## src/rtl/tds_pkg.sv

```systemverilog
`timescale 1ns / 1ps
// Shared types and constants of the task dependency scoreboard.
// No dependencies; used by tds_ctrl, tds_datapath, task_dependency_scoreboard and the test files.
package tds_pkg;

  localparam int OP_W     = 2;
  localparam int IDX_W    = 4;
  localparam int CNT_W    = 5;
  localparam int CODE_W   = 2;
  localparam int S_DATA_W = 16;
  localparam int M_DATA_W = 8;

  localparam logic [CNT_W-1:0] TASK_COUNT_RESET = 5'd16;

  typedef enum logic [OP_W-1:0] {
    OP_ADD_DEP = 2'd0,
    OP_SCAN    = 2'd1,
    OP_DONE    = 2'd2,
    OP_NOP     = 2'd3
  } op_t;

  typedef enum logic [CODE_W-1:0] {
    RES_NONE         = 2'd0,
    RES_START        = 2'd1,
    RES_BAD_INDEX    = 2'd2,
    RES_DONE_BLOCKED = 2'd3
  } res_t;

  typedef enum logic [1:0] {
    ST_BLOCKED   = 2'd0,
    ST_RUNNABLE  = 2'd1,
    ST_COMPLETED = 2'd2
  } status_t;

  typedef enum logic {
    S_IDLE,
    S_EXEC
  } state_t;

  typedef struct packed {
    logic accept;
    logic commit;
  } ctrl_cmd_t;

endpackage

```

## src/rtl/tds_ctrl.sv

```systemverilog
`timescale 1ns / 1ps
// Controller of the scoreboard: request handshake, execute sequencing, output valid.
// Depends on tds_pkg.
module tds_ctrl (
  input  logic               clk,
  input  logic               rst,
  input  logic               s_tvalid,
  output logic               s_tready,
  output logic               m_tvalid,
  input  logic               m_tready,
  output tds_pkg::ctrl_cmd_t cmd
);
  import tds_pkg::*;

  state_t state;
  state_t state_next;
  logic   out_valid;
  logic   out_valid_next;
  logic   out_free;

  assign out_free = !out_valid || m_tready;

  always_ff @(posedge clk) begin
    if (rst) begin
      state     <= S_IDLE;
      out_valid <= 1'b0;
    end else begin
      state     <= state_next;
      out_valid <= out_valid_next;
    end
  end

  always_comb begin
    state_next = state;
    unique case (state)
      S_IDLE: begin
        if (s_tvalid) state_next = S_EXEC;
      end
      S_EXEC: begin
        if (out_free) state_next = S_IDLE;
      end
      default: state_next = S_IDLE;
    endcase
  end

  always_comb begin
    s_tready       = 1'b0;
    cmd            = '0;
    out_valid_next = out_valid && !m_tready;
    unique case (state)
      S_IDLE: begin
        s_tready   = !rst;
        cmd.accept = s_tvalid && !rst;
      end
      S_EXEC: begin
        cmd.commit = out_free;
        if (out_free) out_valid_next = 1'b1;
      end
      default: ;
    endcase
  end

  assign m_tvalid = out_valid;

`ifndef SYNTHESIS
  a_accept_to_exec: assert property (@(posedge clk) disable iff (rst)
    cmd.accept |=> (state == S_EXEC))
    else $error("request accepted but no execute cycle followed");
  a_commit_gives_result: assert property (@(posedge clk) disable iff (rst)
    cmd.commit |=> m_tvalid)
    else $error("commit without a result");
  a_stall_holds_exec: assert property (@(posedge clk) disable iff (rst)
    (state == S_EXEC && m_tvalid && !m_tready) |=> (state == S_EXEC) && !s_tready)
    else $error("execute left while output stalled");
`endif

endmodule

```

## src/rtl/tds_datapath.sv

```systemverilog
`timescale 1ns / 1ps
// Scoreboard datapath: parent matrix memory, task status, scan pointer, result register.
// Depends on tds_pkg; sequenced by tds_ctrl.
module tds_datapath #(
  parameter int MAX_TASKS = 16
) (
  input  logic                         clk,
  input  logic                         rst,
  input  tds_pkg::ctrl_cmd_t           cmd,
  input  logic [tds_pkg::S_DATA_W-1:0] s_tdata,
  input  logic                         cfg_wr_en,
  input  logic [tds_pkg::CNT_W-1:0]    cfg_wr_data,
  output logic [tds_pkg::M_DATA_W-1:0] m_tdata
);
  import tds_pkg::*;

  localparam int TW   = $clog2(MAX_TASKS);
  localparam int CW   = $clog2(MAX_TASKS + 1);
  localparam int CMPW = (CW > CNT_W) ? CW : CNT_W;

  logic [CNT_W-1:0]     task_count;
  logic [CMPW-1:0]      tc_ext;
  logic [CMPW-1:0]      n;

  op_t                  in_op;
  logic [IDX_W-1:0]     in_task;
  logic [IDX_W-1:0]     in_parent;
  logic [CMPW-1:0]      in_task_ext;
  logic [TW-1:0]        vis;
  logic [TW-1:0]        rd_addr;

  op_t                  op_q;
  logic [IDX_W-1:0]     task_q;
  logic [IDX_W-1:0]     parent_q;
  logic [TW-1:0]        vis_q;
  logic [TW-1:0]        scan_ptr;
  logic [TW-1:0]        ptr_next;

  logic [MAX_TASKS-1:0] dep_mem [MAX_TASKS];
  logic [MAX_TASKS-1:0] row_valid;
  logic [MAX_TASKS-1:0] row_q;
  logic                 row_valid_q;
  logic [MAX_TASKS-1:0] row_eff;
  logic [MAX_TASKS-1:0] wr_row;
  logic                 mem_we;

  status_t              status [MAX_TASKS];
  logic                 st_we;
  status_t              st_val;
  logic [TW-1:0]        st_idx;

  logic [MAX_TASKS-1:0] act_mask;
  logic [MAX_TASKS-1:0] comp_mask;
  logic                 need_open;
  logic [CMPW-1:0]      task_ext_q;
  logic [CMPW-1:0]      parent_ext_q;
  logic [TW-1:0]        task_idx;
  logic [TW-1:0]        parent_idx;
  logic [CMPW-1:0]      vis_inc;
  res_t                 code;
  logic [IDX_W-1:0]     rtask;

  // task count, clamped to 1..MAX_TASKS
  always_comb begin
    tc_ext = CMPW'(task_count);
    if (tc_ext == '0) begin
      n = CMPW'(1);
    end else if (tc_ext > CMPW'(MAX_TASKS)) begin
      n = CMPW'(MAX_TASKS);
    end else begin
      n = tc_ext;
    end
  end

  assign in_op       = op_t'(s_tdata[1:0]);
  assign in_task     = s_tdata[5:2];
  assign in_parent   = s_tdata[9:6];
  assign in_task_ext = CMPW'(in_task);
  assign vis         = (CMPW'(scan_ptr) >= n) ? '0 : scan_ptr;
  assign rd_addr     = (in_op == OP_ADD_DEP) ? in_task_ext[TW-1:0] : vis;

  always_ff @(posedge clk) begin
    if (rst) begin
      task_count <= TASK_COUNT_RESET;
    end else if (cfg_wr_en) begin
      task_count <= cfg_wr_data;
    end
  end

  always_ff @(posedge clk) begin
    if (cmd.accept) begin
      op_q     <= in_op;
      task_q   <= in_task;
      parent_q <= in_parent;
      vis_q    <= vis;
    end
  end

  // parent rows; a row never written reads as zero through row_valid
  always_ff @(posedge clk) begin
    if (cmd.accept) row_q <= dep_mem[rd_addr];
    if (mem_we) dep_mem[task_idx] <= wr_row;
  end

  always_ff @(posedge clk) begin
    if (rst) begin
      row_valid   <= '0;
      row_valid_q <= 1'b0;
    end else begin
      if (cmd.accept) row_valid_q <= row_valid[rd_addr];
      if (mem_we) row_valid[task_idx] <= 1'b1;
    end
  end

  assign task_ext_q   = CMPW'(task_q);
  assign parent_ext_q = CMPW'(parent_q);
  assign task_idx     = task_ext_q[TW-1:0];
  assign parent_idx   = parent_ext_q[TW-1:0];
  assign row_eff      = row_valid_q ? row_q : '0;
  assign wr_row       = row_eff | ({{(MAX_TASKS-1){1'b0}}, 1'b1} << parent_idx);
  assign vis_inc      = CMPW'(vis_q) + CMPW'(1);

  always_comb begin
    for (int i = 0; i < MAX_TASKS; i++) begin
      act_mask[i]  = (CMPW'(i) < n);
      comp_mask[i] = (status[i] == ST_COMPLETED);
    end
  end

  assign need_open = |(row_eff & act_mask & ~comp_mask);

  always_comb begin
    code     = RES_NONE;
    rtask    = '0;
    mem_we   = 1'b0;
    st_we    = 1'b0;
    st_val   = ST_BLOCKED;
    st_idx   = task_idx;
    ptr_next = scan_ptr;
    unique case (op_q)
      OP_ADD_DEP: begin
        if (task_ext_q >= n) begin
          code  = RES_BAD_INDEX;
          rtask = task_q;
        end else if (parent_ext_q >= n) begin
          code  = RES_BAD_INDEX;
          rtask = parent_q;
        end else begin
          mem_we = cmd.commit;
        end
      end
      OP_SCAN: begin
        ptr_next = (vis_inc >= n) ? '0 : vis_inc[TW-1:0];
        st_idx   = vis_q;
        if (status[vis_q] == ST_BLOCKED && !need_open) begin
          st_we  = cmd.commit;
          st_val = ST_RUNNABLE;
          code   = RES_START;
          rtask  = IDX_W'(vis_q);
        end else if (status[vis_q] == ST_RUNNABLE) begin
          code  = RES_START;
          rtask = IDX_W'(vis_q);
        end
      end
      OP_DONE: begin
        if (task_ext_q >= n) begin
          code  = RES_BAD_INDEX;
          rtask = task_q;
        end else if (status[task_idx] == ST_BLOCKED) begin
          code  = RES_DONE_BLOCKED;
          rtask = task_q;
        end else if (status[task_idx] == ST_RUNNABLE) begin
          st_we  = cmd.commit;
          st_val = ST_COMPLETED;
        end
      end
      OP_NOP: ;
      default: ;
    endcase
  end

  always_ff @(posedge clk) begin
    if (rst) begin
      scan_ptr <= '0;
      for (int i = 0; i < MAX_TASKS; i++) begin
        status[i] <= ST_BLOCKED;
      end
    end else if (cmd.commit) begin
      scan_ptr <= ptr_next;
      if (st_we) status[st_idx] <= st_val;
    end
  end

  always_ff @(posedge clk) begin
    if (cmd.commit) begin
      m_tdata <= {{(M_DATA_W - IDX_W - CODE_W){1'b0}}, rtask, code};
    end
  end

`ifndef SYNTHESIS
  a_start_is_runnable: assert property (@(posedge clk) disable iff (rst)
    (cmd.commit && op_q == OP_SCAN && code == RES_START) |=> (status[vis_q] == ST_RUNNABLE))
    else $error("start announced for a task that is not runnable");
  a_done_sticks: assert property (@(posedge clk) disable iff (rst)
    (cmd.commit && op_q == OP_DONE && code == RES_NONE)
      |=> (status[task_idx] == ST_COMPLETED))
    else $error("completion did not leave the task completed");
  a_add_marks_row: assert property (@(posedge clk) disable iff (rst)
    (cmd.commit && op_q == OP_ADD_DEP && code == RES_NONE) |=> row_valid[task_idx])
    else $error("dependency row not marked written");
`endif

endmodule

```

## src/rtl/task_dependency_scoreboard.sv

```systemverilog
`timescale 1ns / 1ps
// Top level of the task dependency scoreboard.
// Depends on tds_pkg, tds_ctrl and tds_datapath.
//
// Requests arrive on s_tvalid/s_tready/s_tdata: add a parent dependency, scan tick
// (visit the next task round robin), task completed or no operation. Every request
// produces exactly one result on m_tvalid/m_tready/m_tdata: nothing, task can start,
// unknown task index or completion of a blocked task, plus the task the code refers to.
// cfg_wr_en/cfg_wr_data set the number of tasks in use; write only while idle.
// A request is accepted in the idle state; its result is registered when execute
// commits. The parent row is read from a memory with a registered read port at
// acceptance and evaluated in the execute state; no new request is taken in execute.
// s_tready is high in the idle state, so a new request is taken while the previous
// result waits in the output register. If the receiver stalls, the next request stays
// in execute until the output register frees.
// Reset (rst, synchronous) clears all dependencies, marks every task blocked, sets the
// scan pointer to 0 and the task count to 16; s_tready stays low while rst is high.
// No clearing pass is needed.
module task_dependency_scoreboard #(
  parameter int MAX_TASKS = 16
) (
  input  logic                         clk,
  input  logic                         rst,
  input  logic                         s_tvalid,
  output logic                         s_tready,
  // [1:0] operation, [5:2] task_index, [9:6] parent_index, [15:10] zero
  input  logic [tds_pkg::S_DATA_W-1:0] s_tdata,
  output logic                         m_tvalid,
  input  logic                         m_tready,
  // [1:0] result_code, [5:2] result_task, [7:6] zero
  output logic [tds_pkg::M_DATA_W-1:0] m_tdata,
  input  logic                         cfg_wr_en,
  input  logic [tds_pkg::CNT_W-1:0]    cfg_wr_data
);
  import tds_pkg::*;

  ctrl_cmd_t cmd;

  tds_ctrl u_ctrl (
    .clk      (clk),
    .rst      (rst),
    .s_tvalid (s_tvalid),
    .s_tready (s_tready),
    .m_tvalid (m_tvalid),
    .m_tready (m_tready),
    .cmd      (cmd)
  );

  tds_datapath #(
    .MAX_TASKS (MAX_TASKS)
  ) u_datapath (
    .clk         (clk),
    .rst         (rst),
    .cmd         (cmd),
    .s_tdata     (s_tdata),
    .cfg_wr_en   (cfg_wr_en),
    .cfg_wr_data (cfg_wr_data),
    .m_tdata     (m_tdata)
  );

endmodule

```

## config.mk

```make
export PLATFORM = sky130hd
export DESIGN_NAME = task_dependency_scoreboard
export DESIGN_NICKNAME = d
export VERILOG_FILES = /design/src/rtl/tds_pkg.sv /design/src/rtl/tds_ctrl.sv /design/src/rtl/tds_datapath.sv /design/src/rtl/task_dependency_scoreboard.sv
export SDC_FILE = /design/constraint.sdc
export NUM_CORES = 1
export LEC_CHECK = 0
export BUFFER_PORTS_ARGS = -buffer_cell sky130_fd_sc_hd__clkbuf_2
export CELL_PAD_IN_SITES_DETAIL_PLACEMENT = 0
export CELL_PAD_IN_SITES_GLOBAL_PLACEMENT = 1
export CORE_ASPECT_RATIO = 1.4
export CORE_MARGIN = 2
export CORE_UTILIZATION = 55
export DETAILED_ROUTE_END_ITERATION = 8
export GPL_ROUTABILITY_DRIVEN = 0
export PLACE_DENSITY_LB_ADDON = 0.08
export RECOVER_POWER = 50
export SLEW_MARGIN = 20
export SYNTH_ARGS = -nofsm -noshare
export SYNTH_HDL_FRONTEND = slang
export SYNTH_SLANG_ARGS = --single-unit
```

## constraint.sdc

```tcl
create_clock -name clk -period 9.2 [get_ports clk]
set_input_delay 1.84 -clock clk [delete_from_list [all_inputs] [get_ports clk]]
set_output_delay 1.84 -clock clk [all_outputs]
set_load 0.02 [all_outputs]
```

==> flow_metrics.env, run 1 <==
export IMPL_grt_pass1_wl_um=64400
export IMPL_tns_ns=0
export IMPL_clk_latency_ns=0.53
export IMPL_cts_root_buffer="clkbuf_16"
export IMPL_numCtsBuffers=37
export IMPL_ys_seq_area_share_pct=65.7
export IMPL_hold_violations=0
export IMPL_synth_enable_flop_cells=324
export IMPL_crit_path_end_kind="output pin"
export IMPL_cts_hold_buffers=0
export IMPL_n_antenna_cell=0
export IMPL_drv_cap=2
export IMPL_rsz0062_at_grt="no"
export IMPL_vdd_drop_max_mv=0.166
export IMPL_reg2reg_setup_slack_ns=4.32
export IMPL_final_common_cell="edfxtp_1"
export IMPL_synth_area_per_cell_um2=12.1
export IMPL_drt_iter0_drc=844
export IMPL_setup_viol=0
export IMPL_placedCellCount=1682
export IMPL_clock_sinks=360
export IMPL_route_detailed_drc=0
export IMPL_setup_ws_ns=4.29
export IMPL_post_cts_buffers=0
export IMPL_via_count=10800
export IMPL_place_area_um2=16600
export IMPL_yosys_most_used_dff="edfxtp_1"
export IMPL_area_delta_synth_final_pct=11.4
export IMPL_grt_max_degree=70
export IMPL_violations="capacitance limit, slew limit"
export IMPL_hpwlAfterDp_um=26500
export IMPL_cts_buffer_depth=3
export IMPL_nNetsFinal=1394
export IMPL_place_ws_ns=4.01
export IMPL_fin_worst_skew_ns=0.0117
export IMPL_power_leakage_nw=6.07
export IMPL_critPathMaxFanout=20
export IMPL_hold_path_class="flop to flop"
export IMPL_clkTransAtPathRegs_ns=0.06
export IMPL_start_util_pct=56.0
export IMPL_drive_gt1_share_pct=10.1
export IMPL_cts_tree="built"
export IMPL_die_h_um=205
export IMPL_gr_usage_all_layers_pct=28.8
export IMPL_antenna_found_initial=0
export IMPL_grt_pass1_vias=10700
export IMPL_dieArea_um2=30300
export IMPL_finalCriticalPeriod_ns=4.91
export IMPL_synth_seq_cells=360
export IMPL_startpoint_type="input pin"
export IMPL_worst_pin_slew_ns=1.81
export IMPL_cts_resized=0
export IMPL_ios=36
export IMPL_io_buffers=27
export IMPL_layout_common_cells="edfxtp_1 (324), nand2_1 (238), nor2_1 (85), a21oi_1 (67), nand3_1 (61)"
export IMPL_status="finished, violations left"
export IMPL_fp_dieW_um=148
export IMPL_fin_crit_sh_pct=53.4
export IMPL_rows=73
export IMPL_critPathKind="input pin to output pin"
export IMPL_nFillCells=2267
export IMPL_critical_path_required_ns=7.36
export IMPL_cts_htree_levels=2
export IMPL_netlist_instances=1314
export IMPL_synth_async_reset_ratio_pct=0
export IMPL_finalWirelength_um=42800
export IMPL_core_area_um2=28400
export IMPL_first_pass_iters=5
export IMPL_crit_arrival_ns=3.07
export IMPL_wl_per_cell_um=24.5
export IMPL_power_density_nw_per_um2=202
export IMPL_netlist_area_um2=15900
export IMPL_overflow=0
export IMPL_vias_per_cell=6.17
export IMPL_synth_cell_types=67
export IMPL_final_cell_area_um2=17700
export IMPL_fmax_mhz=204
export IMPL_final_cells=1748
export IMPL_relSlewSlack_pct=-21.1
export IMPL_report_final_slew_viol_count=74
export IMPL_ant_nets=0
export IMPL_yosysWarnings=0
[logic make-up after synthesis]
logic type / synth area share (%)
buf+inv: 2.57
flops: 65.7
fa+ha+maj: 1.73
mux: 5.52
compound gates: 9.75
xor+xnor: 0.110
other cells: 0.0236
simple gates: 14.6
[through the flow]
stage               hold WS (ns)  util (%)  power (W)
floorplan                  0.432         -    0.00201
global placement           0.444      58.3    0.00209
detailed placement         0.446      58.3    0.00209
CTS                        0.465      62.7    0.00361
global route               0.481      62.4    0.00369
finish                     0.465      62.4    0.00359
[synthesized netlist by cell type, types with 4 or more instances]
| library cell | instances | share of area [%] |
|---|---|---|
| nor2b_1 | 18 | 0.71 |
| mux2i_1 | 39 | 2.5 |
| a21oi_1 | 67 | 2.1 |
| a21o_1 | 7 | 0.33 |
| nor2_1 | 101 | 2.4 |
| buf_1 | 8 | 0.19 |
| inv_1 | 23 | 0.54 |
| mux4_2 | 11 | 1.6 |
| o22ai_1 | 5 | 0.20 |
| a221o_1 | 5 | 0.31 |
| a31oi_1 | 26 | 1.0 |
| o21ai_0 | 50 | 1.6 |
| mux4_1 | 7 | 1.2 |
| a22oi_1 | 8 | 0.38 |
| a211oi_1 | 5 | 0.24 |
| o211ai_1 | 7 | 0.33 |
| nand2_1 | 238 | 5.6 |
| o221ai_1 | 16 | 0.88 |
| mux2_2 | 4 | 0.28 |
| dfxtp_1 | 36 | 4.5 |
| or2_2 | 5 | 0.20 |
| clkbuf_1 | 47 | 1.1 |
| ha_1 | 22 | 1.7 |
| o21ai_1 | 8 | 0.25 |
| buf_2 | 15 | 0.47 |
| o2bb2ai_1 | 13 | 0.72 |
| edfxtp_1 | 324 | 61 |
| nor3_1 | 59 | 1.9 |
| nand2b_1 | 18 | 0.71 |
| or3_1 | 6 | 0.24 |
| nand3_1 | 61 | 1.9 |
| o21a_1 | 5 | 0.24 |
[layer usage]
layer | GRT usage, % | part of all wire, % | wire length (um) | up-vias
met5 | 0 | 0 | 0 | -
met4 | 11.5 | 4.0 | 1690 | 0
met3 | 3.77 | 6.0 | 2570 | 98
met2 | 51.7 | 52 | 22300 | 417
met1 | 35.3 | 38 | 16300 | 5342
li1 | - | - | - | 4930
[critical path, stage by stage]
cell,delay (ns)
clkbuf_2,0.07
clkbuf_1,0.80
nor2_1,0.13
clkbuf_2,0.21
[power by group]
part           switching (W)  internal, W
Sequential         0.0000259      0.00180
Clock               0.000617     0.000915
Combinational       0.000156    0.0000732
[registers in the layout, summed over array words and instances (netlist names), named ones only]
name	count
u_datapath.parent_idx	4
u_datapath.status	32
u_ctrl.state	1
u_datapath.m_tdata	6
u_ctrl.m_tvalid	1
u_datapath.row_valid	16
u_datapath.dep_mem	256
u_datapath.row_q	16
u_datapath.scan_ptr	4
u_datapath.row_valid_q	1
u_datapath.task_idx	4
u_datapath.task_count	5
u_datapath.vis_q	4
u_datapath.op_q	2
[cell type report]
cell class              instances  area [um^2]  area share (%)
flip-flops and latches        360        10500            58.9
multi-input cells             857         5140            29.0
clock buffers                  45          998            5.63
well taps                     375          469            2.65
repair buffers                 66          343            1.93
clock inverters                21          236            1.33
inverters                      24         90.1           0.508
[worst paths after layout]
| path | endpoint | cells after the start | from |
|---|---|---|---|
| max | s_tready | 4 | rst |
| min | u_datapath.row_valid[5]$_SDFFE_PP0P_ | 1 | u_datapath.row_valid[5]$_SDFFE_PP0P_ |
| max reg2reg | u_datapath.row_q[11]$_DFFE_PP_ | 10 | u_datapath.task_count[2]$_SDFFE_PP0P_ |
| min reg2reg | u_datapath.row_valid[5]$_SDFFE_PP0P_ | 1 | u_datapath.row_valid[5]$_SDFFE_PP0P_ |
(Power assumes the default switching activity.)
==> run 2, diff against run 1 <==
Settings changed: CORE_UTILIZATION 55 to 51.
Clock period 9.2 ns to 4.6 ns, I/O delays scaled along.
==> run 2 against run 1 <==
- the flow still finishes with violations (capacitance limit, slew limit)
- first-iteration DRC count fell by 13%
- sequential power rose by 99%
- register-to-register slack got worse by 3.7 ns
- critical path depth rose by 7
- clock power rose by 92%
- sequential share of layout area fell by 0.58 points
- die area rose by 7.7%
- clock skew fell by 0.0012 ns
- via count fell by 0.72%
- largest power group unchanged
==> flow_metrics.env, run 2 (synthesized netlist as in run 1, its figures left out) <==
export IMPL_status="finished, violations left"
export IMPL_violations="capacitance limit, slew limit"
export IMPL_clkTransAtPathRegs_ns=0.07
export IMPL_ios=36
export IMPL_critPathMaxStageDelay_ns=0.47
export IMPL_ant_nets=0
export IMPL_layout_common_cells="edfxtp_1 (324), nand2_1 (238), nor2_1 (85), a21oi_1 (67), nand3_1 (61)"
export IMPL_relSlewSlack_pct=-28.4
export IMPL_drv_cap=2
export IMPL_crit_chain="or3_1 -> a21oi_1 -> ha_1 -> nand2b_1 -> a21o_1 -> a211oi_1 -> nor3_1 -> nor3_1 -> nand3_1 -> nor2_2 -> buf_4"
export IMPL_finalCriticalPeriod_ns=3.96
export IMPL_critical_path_required_ns=4.80
export IMPL_cts_root_buffer="clkbuf_16"
export IMPL_crit_arrival_ns=4.15
export IMPL_clock_sinks=360
export IMPL_route_detailed_drc=0
export IMPL_dieArea_um2=32600
export IMPL_worst_pin_slew_ns=1.93
export IMPL_wl_per_cell_um=24.7
export IMPL_startpoint_type="flop"
export IMPL_hold_violations=0
export IMPL_hold_path_end="u_datapath.row_valid[11]$_SDFFE_PP0P_"
export IMPL_r2r_cells=11
export IMPL_start_util_pct=51.8
export IMPL_largest_reg_flops=256
export IMPL_clk_latency_ns=0.53
export IMPL_vdd_drop_max_mv=0.294
export IMPL_fp_dieW_um=153
export IMPL_cts_hold_buffers=0
export IMPL_grt_max_degree=65
export IMPL_hpwlAfterDp_um=28600
export IMPL_fin_worst_skew_ns=0.0104
export IMPL_critPathMaxFanout=16
export IMPL_setup_ws_ns=0.642
export IMPL_nNetsFinal=1418
export IMPL_power_leakage_nw=6.16
export IMPL_hold_path_class="flop to flop"
export IMPL_timing_rr_start="u_datapath.task_count[1]$_SDFFE_PP0P_"
export IMPL_io_buffers=27
export IMPL_rsz0062_at_grt="no"
export IMPL_reg_top3="u_datapath.dep_mem: 256 flops, u_datapath.status: 32 flops"
export IMPL_place_ws_ns=0.689
export IMPL_min_path_cells=1
export IMPL_hold_start="u_datapath.row_valid[11]$_SDFFE_PP0P_"
export IMPL_crit_top_cell="nor3_1"
export IMPL_rows=76
export IMPL_via_count=10700
export IMPL_tns_ns=0
export IMPL_regMostFlops="u_datapath.dep_mem"
export IMPL_post_cts_buffers=0
export IMPL_reg2reg_to="u_datapath.dep_mem[2][9]$_DFFE_PP_"
export IMPL_p_total_w=0.00707
export IMPL_grt_pass1_wl_um=65200
export IMPL_crit_path_end_kind="flop"
export IMPL_report_final_slew_viol_count=61
export IMPL_n_antenna_cell=0
export IMPL_cts_htree_levels=2
export IMPL_antenna_found_initial=0
export IMPL_overflow=0
export IMPL_fin_crit_sh_pct=86.0
export IMPL_fmax_mhz=253
export IMPL_drt_iter0_drc=734
export IMPL_setup_viol=0
export IMPL_cts_resized=0
export IMPL_core_area_um2=30700
export IMPL_gr_usage_all_layers_pct=27.1
export IMPL_critPathSlowestCell="nand3_1"
export IMPL_reg2reg_setup_slack_ns=0.64
export IMPL_numCtsBuffers=36
export IMPL_critPathKind="flop to flop"
export IMPL_final_common_cell="edfxtp_1"
export IMPL_final_util_pct=58.3
export IMPL_cts_buffer_depth=3
export IMPL_first_pass_iters=5
export IMPL_power_density_nw_per_um2=395
export IMPL_finalWirelength_um=44100
export IMPL_cts_tree="built"
export IMPL_vias_per_cell=6.00
export IMPL_area_delta_synth_final_pct=12.5
export IMPL_drive_gt1_share_pct=11.1
export IMPL_die_h_um=213
export IMPL_grt_pass1_vias=10700
run 2: report_power, final:
part           total (W)  switching, W  internal, W
Combinational   0.000488      0.000327     0.000161
Sequential       0.00365     0.0000472      0.00360
Clock            0.00294       0.00124      0.00169
run 2: worst max-delay path, delay by kind of cell (launching register included):
kind                     cells  cell delay, ns
AND/OR/NAND/NOR              6            1.83
flip-flops                   1            0.31
buffers and inverters        1            0.34
adder cells (fa/ha/maj)      1            0.31
AO/OA/AOI/OAI                3            0.83
run 2: worst max-delay path by stage:
stage / cells past startpoint / end / start
after floorplan: 11 / u_datapath.dep_mem[9][0]$_DFFE_PP_ / u_datapath.task_count[2]$_SDFFE_PP0P_
after global placement: 11 / u_datapath.dep_mem[6][4]$_DFFE_PP_ / u_datapath.task_count[1]$_SDFFE_PP0P_
after detailed placement: 11 / u_datapath.dep_mem[6][4]$_DFFE_PP_ / u_datapath.task_count[1]$_SDFFE_PP0P_
after CTS: 11 / u_datapath.dep_mem[6][0]$_DFFE_PP_ / u_datapath.task_count[1]$_SDFFE_PP0P_
after global routing: 11 / u_datapath.dep_mem[6][0]$_DFFE_PP_ / u_datapath.task_count[1]$_SDFFE_PP0P_
final: 11 / u_datapath.dep_mem[2][9]$_DFFE_PP_ / u_datapath.task_count[1]$_SDFFE_PP0P_
run 2: cell type report:
type,count,area (um^2)
clock buffer,49,1030
clock inverter,15,138
fill,2581,12800
inverter,24,90.1
multi-input combinational,857,5130
sequential,360,10500
tap,390,488
timing repair buffer,91,576
run 2: metal layers:
metal  global-route usage, %  up-vias  share of wire [%]
li1                        -     4975                  -
met1                    32.2     5329                 40
met2                    48.5      301                 51
met3                    3.27      104                4.2
met4                    13.5        0                5.4
met5                       0        -                  0
run 2: through the flow:
step	hold WS (ns)	instance area (um^2)	cells
floorplan	0.432	15900	1315
CTS	0.466	18000	1786
global placement	0.444	16800	1722
global route	0.477	17900	1786
finish	0.467	17900	1786
detailed placement	0.446	16800	1722
==> run 3, diff against run 2 <==
Settings changed: CORE_UTILIZATION 51 to 48.
==> run 3 against run 2 <==
- the flow still finishes with violations (capacitance limit, slew limit)
- hold slack worse by 0.0016 ns
- design area down 0.17%
- via count down 0.33%
- maximum frequency up 1.9%
- sequential cell count unchanged
- sequential power about the same
- first-iteration DRC count up 18%
- total power down 3.5%
- combinational power about the same
- routed wire length up 2.7%
- clock power down 8.8%
==> flow_metrics.env, run 3 (synthesized netlist as in run 1, its figures left out) <==
export IMPL_crit_arrival_ns=4.09
export IMPL_crit_path_end_kind="flop"
export IMPL_report_final_slew_viol_count=68
export IMPL_critical_path_required_ns=4.80
export IMPL_cts_tree="built"
export IMPL_reg2reg_setup_slack_ns=0.71
export IMPL_start_util_pct=49.0
export IMPL_fin_crit_sh_pct=84.5
export IMPL_gr_usage_all_layers_pct=26.8
export IMPL_globalRouteMet2Util_pct=47.2
export IMPL_ios=36
export IMPL_numCtsBuffers=36
export IMPL_setup_viol=0
export IMPL_top_usage_layer="met2"
export IMPL_io_buffers=27
export IMPL_area_delta_synth_final_pct=12.4
export IMPL_grt_use_met1_pct=33.0
export IMPL_timing_rr_start="u_datapath.task_count[1]$_SDFFE_PP0P_"
export IMPL_dieArea_um2=34600
export IMPL_fp_dieW_um=158
export IMPL_ant_nets=0
export IMPL_hpwlAfterDp_um=29100
export IMPL_final_common_cell="edfxtp_1"
export IMPL_die_h_um=219
export IMPL_relSlewSlack_pct=-20.3
export IMPL_fin_worst_skew_ns=0.0190
export IMPL_post_cts_buffers=0
export IMPL_cts_htree_levels=2
export IMPL_grt_pass1_wl_um=66600
export IMPL_multiInputGateArea_um2=5130
export IMPL_drv_cap=3
export IMPL_drt_iter0_drc=866
export IMPL_place_ws_ns=0.678
export IMPL_core_area_um2=32500
export IMPL_largest_reg_flops=256
export IMPL_cts_hold_buffers=0
export IMPL_reg2reg_to="u_datapath.dep_mem[4][2]$_DFFE_PP_"
export IMPL_r2r_cells=12
export IMPL_route_detailed_drc=0
export IMPL_power_leakage_nw=6.11
export IMPL_antenna_found_initial=0
export IMPL_clock_sinks=360
export IMPL_n_antenna_cell=0
export IMPL_cts_root_buffer="clkbuf_16"
export IMPL_nFillCells=2817
export IMPL_vdd_drop_max_mv=0.283
export IMPL_seqCellArea_um2=10500
export IMPL_overflow=0
export IMPL_vias_per_cell=5.82
export IMPL_rows=78
export IMPL_clk_latency_ns=0.55
export IMPL_status="finished, violations left"
export IMPL_fmax_mhz=257
export IMPL_critPathMaxFanout=16
export IMPL_power_density_nw_per_um2=382
export IMPL_reg_top3="u_datapath.dep_mem: 256 flops, u_datapath.status: 32 flops"
export IMPL_hold_violations=0
export IMPL_critPathMaxStageDelay_ns=0.46
export IMPL_crit_chain="or3_1 -> a21oi_1 -> ha_1 -> nand2b_1 -> a21o_1 -> a211oi_1 -> nor3_1 -> nor3_1 -> nand2_1 -> buf_4 -> nor2_2 -> buf_4"
export IMPL_cts_resized=0
export IMPL_critPathSlowestCell="nor3_1"
export IMPL_grt_pass1_vias=10500
export IMPL_startpoint_type="flop"
export IMPL_layout_common_cells="edfxtp_1 (324), nand2_1 (238), nor2_1 (85), a21oi_1 (67), nand3_1 (61)"
export IMPL_tns_ns=0
export IMPL_drive_gt1_share_pct=10.8
export IMPL_grt_max_degree=65
export IMPL_min_path_cells=1
export IMPL_clkTransAtPathRegs_ns=0.06
export IMPL_use_met3_pct=3.10
export IMPL_final_cells=1835
export IMPL_via_count=10700
export IMPL_wl_per_cell_um=24.7
export IMPL_rsz0062_at_grt="no"
export IMPL_hold_path_end="u_datapath.row_valid[10]$_SDFFE_PP0P_"
export IMPL_hold_start="u_datapath.row_valid[10]$_SDFFE_PP0P_"
export IMPL_startpoint="u_datapath.task_count[1]$_SDFFE_PP0P_"
export IMPL_cts_buffer_depth=3
export IMPL_finalCriticalPeriod_ns=3.89
export IMPL_place_area_um2=16900
export IMPL_final_cell_area_um2=17900
export IMPL_worst_pin_slew_ns=1.79
export IMPL_violations="capacitance limit, slew limit"
export IMPL_regMostFlops="u_datapath.dep_mem"
export IMPL_finalWirelength_um=45300
export IMPL_first_pass_iters=5
export IMPL_critPathKind="flop to flop"
export IMPL_setup_ws_ns=0.714
export IMPL_nNetsFinal=1419
export IMPL_hold_path_class="flop to flop"
export IMPL_placedCellCount=1773
run 3: cell types whose count changed in the layout (fill, tap and decap cells not counted), moves of 2 or more:
| cell | delta |
|---|---|
| clkbuf_1 | +4 |
| clkbuf_8 | -2 |
| and2_1 | -2 |
| bufinv_16 | -2 |
| clkbuf_16 | -3 |
| buf_12 | +2 |
| and2_0 | +2 |
| mux2_2 | +2 |
| mux2_1 | -2 |
run 3: worst max path at each step:
stage | end
after global placement | u_datapath.dep_mem[4][11]$_DFFE_PP_
final | u_datapath.dep_mem[4][2]$_DFFE_PP_
after floorplan | u_datapath.dep_mem[9][0]$_DFFE_PP_
after detailed placement | u_datapath.dep_mem[4][11]$_DFFE_PP_
after CTS | u_datapath.dep_mem[4][8]$_DFFE_PP_
after global routing | u_datapath.dep_mem[4][8]$_DFFE_PP_
run 3: routing by layer:
metal	vias up	share of wire (%)
li1	4993	-
met1	5257	39
met2	327	52
met3	97	4.5
met4	0	4.3
met5	-	0
run 3: cell type report:
cell class,instances,share of cell area [%]
Clock inverter,13,0.497
Inverter,24,0.504
Multi-Input combinational cell,857,28.7
Sequential cell,360,58.5
Clock buffer,49,5.31
Tap cell,440,3.08
Timing Repair Buffer,92,3.44
run 3: critical path: cells and delay by family, from the launching register on:
kind | cells | cell delay, ns
fa+ha+maj | 1 | 0.31
buf+inv | 2 | 0.57
flops | 1 | 0.31
compound gates | 3 | 0.84
simple gates | 6 | 1.49
run 3: per-stage QoR:
step           util [%]  hold slack, ns  power, W
6_report           55.0           0.466   0.00682
5_1_grt            55.0           0.473   0.00703
4_1_cts            55.3           0.467   0.00687
3_5_place_dp       52.1           0.447   0.00422
3_3_place_gp       52.1           0.444   0.00421
2_1_floorplan         -           0.432   0.00402
run 3: power breakdown:
| part | switching, W | internal (W) | total (W) |
|---|---|---|---|
| sequential | 0.0000498 | 0.00360 | 0.00365 |
| clock | 0.00122 | 0.00146 | 0.00268 |
| combinational | 0.000330 | 0.000161 | 0.000491 |
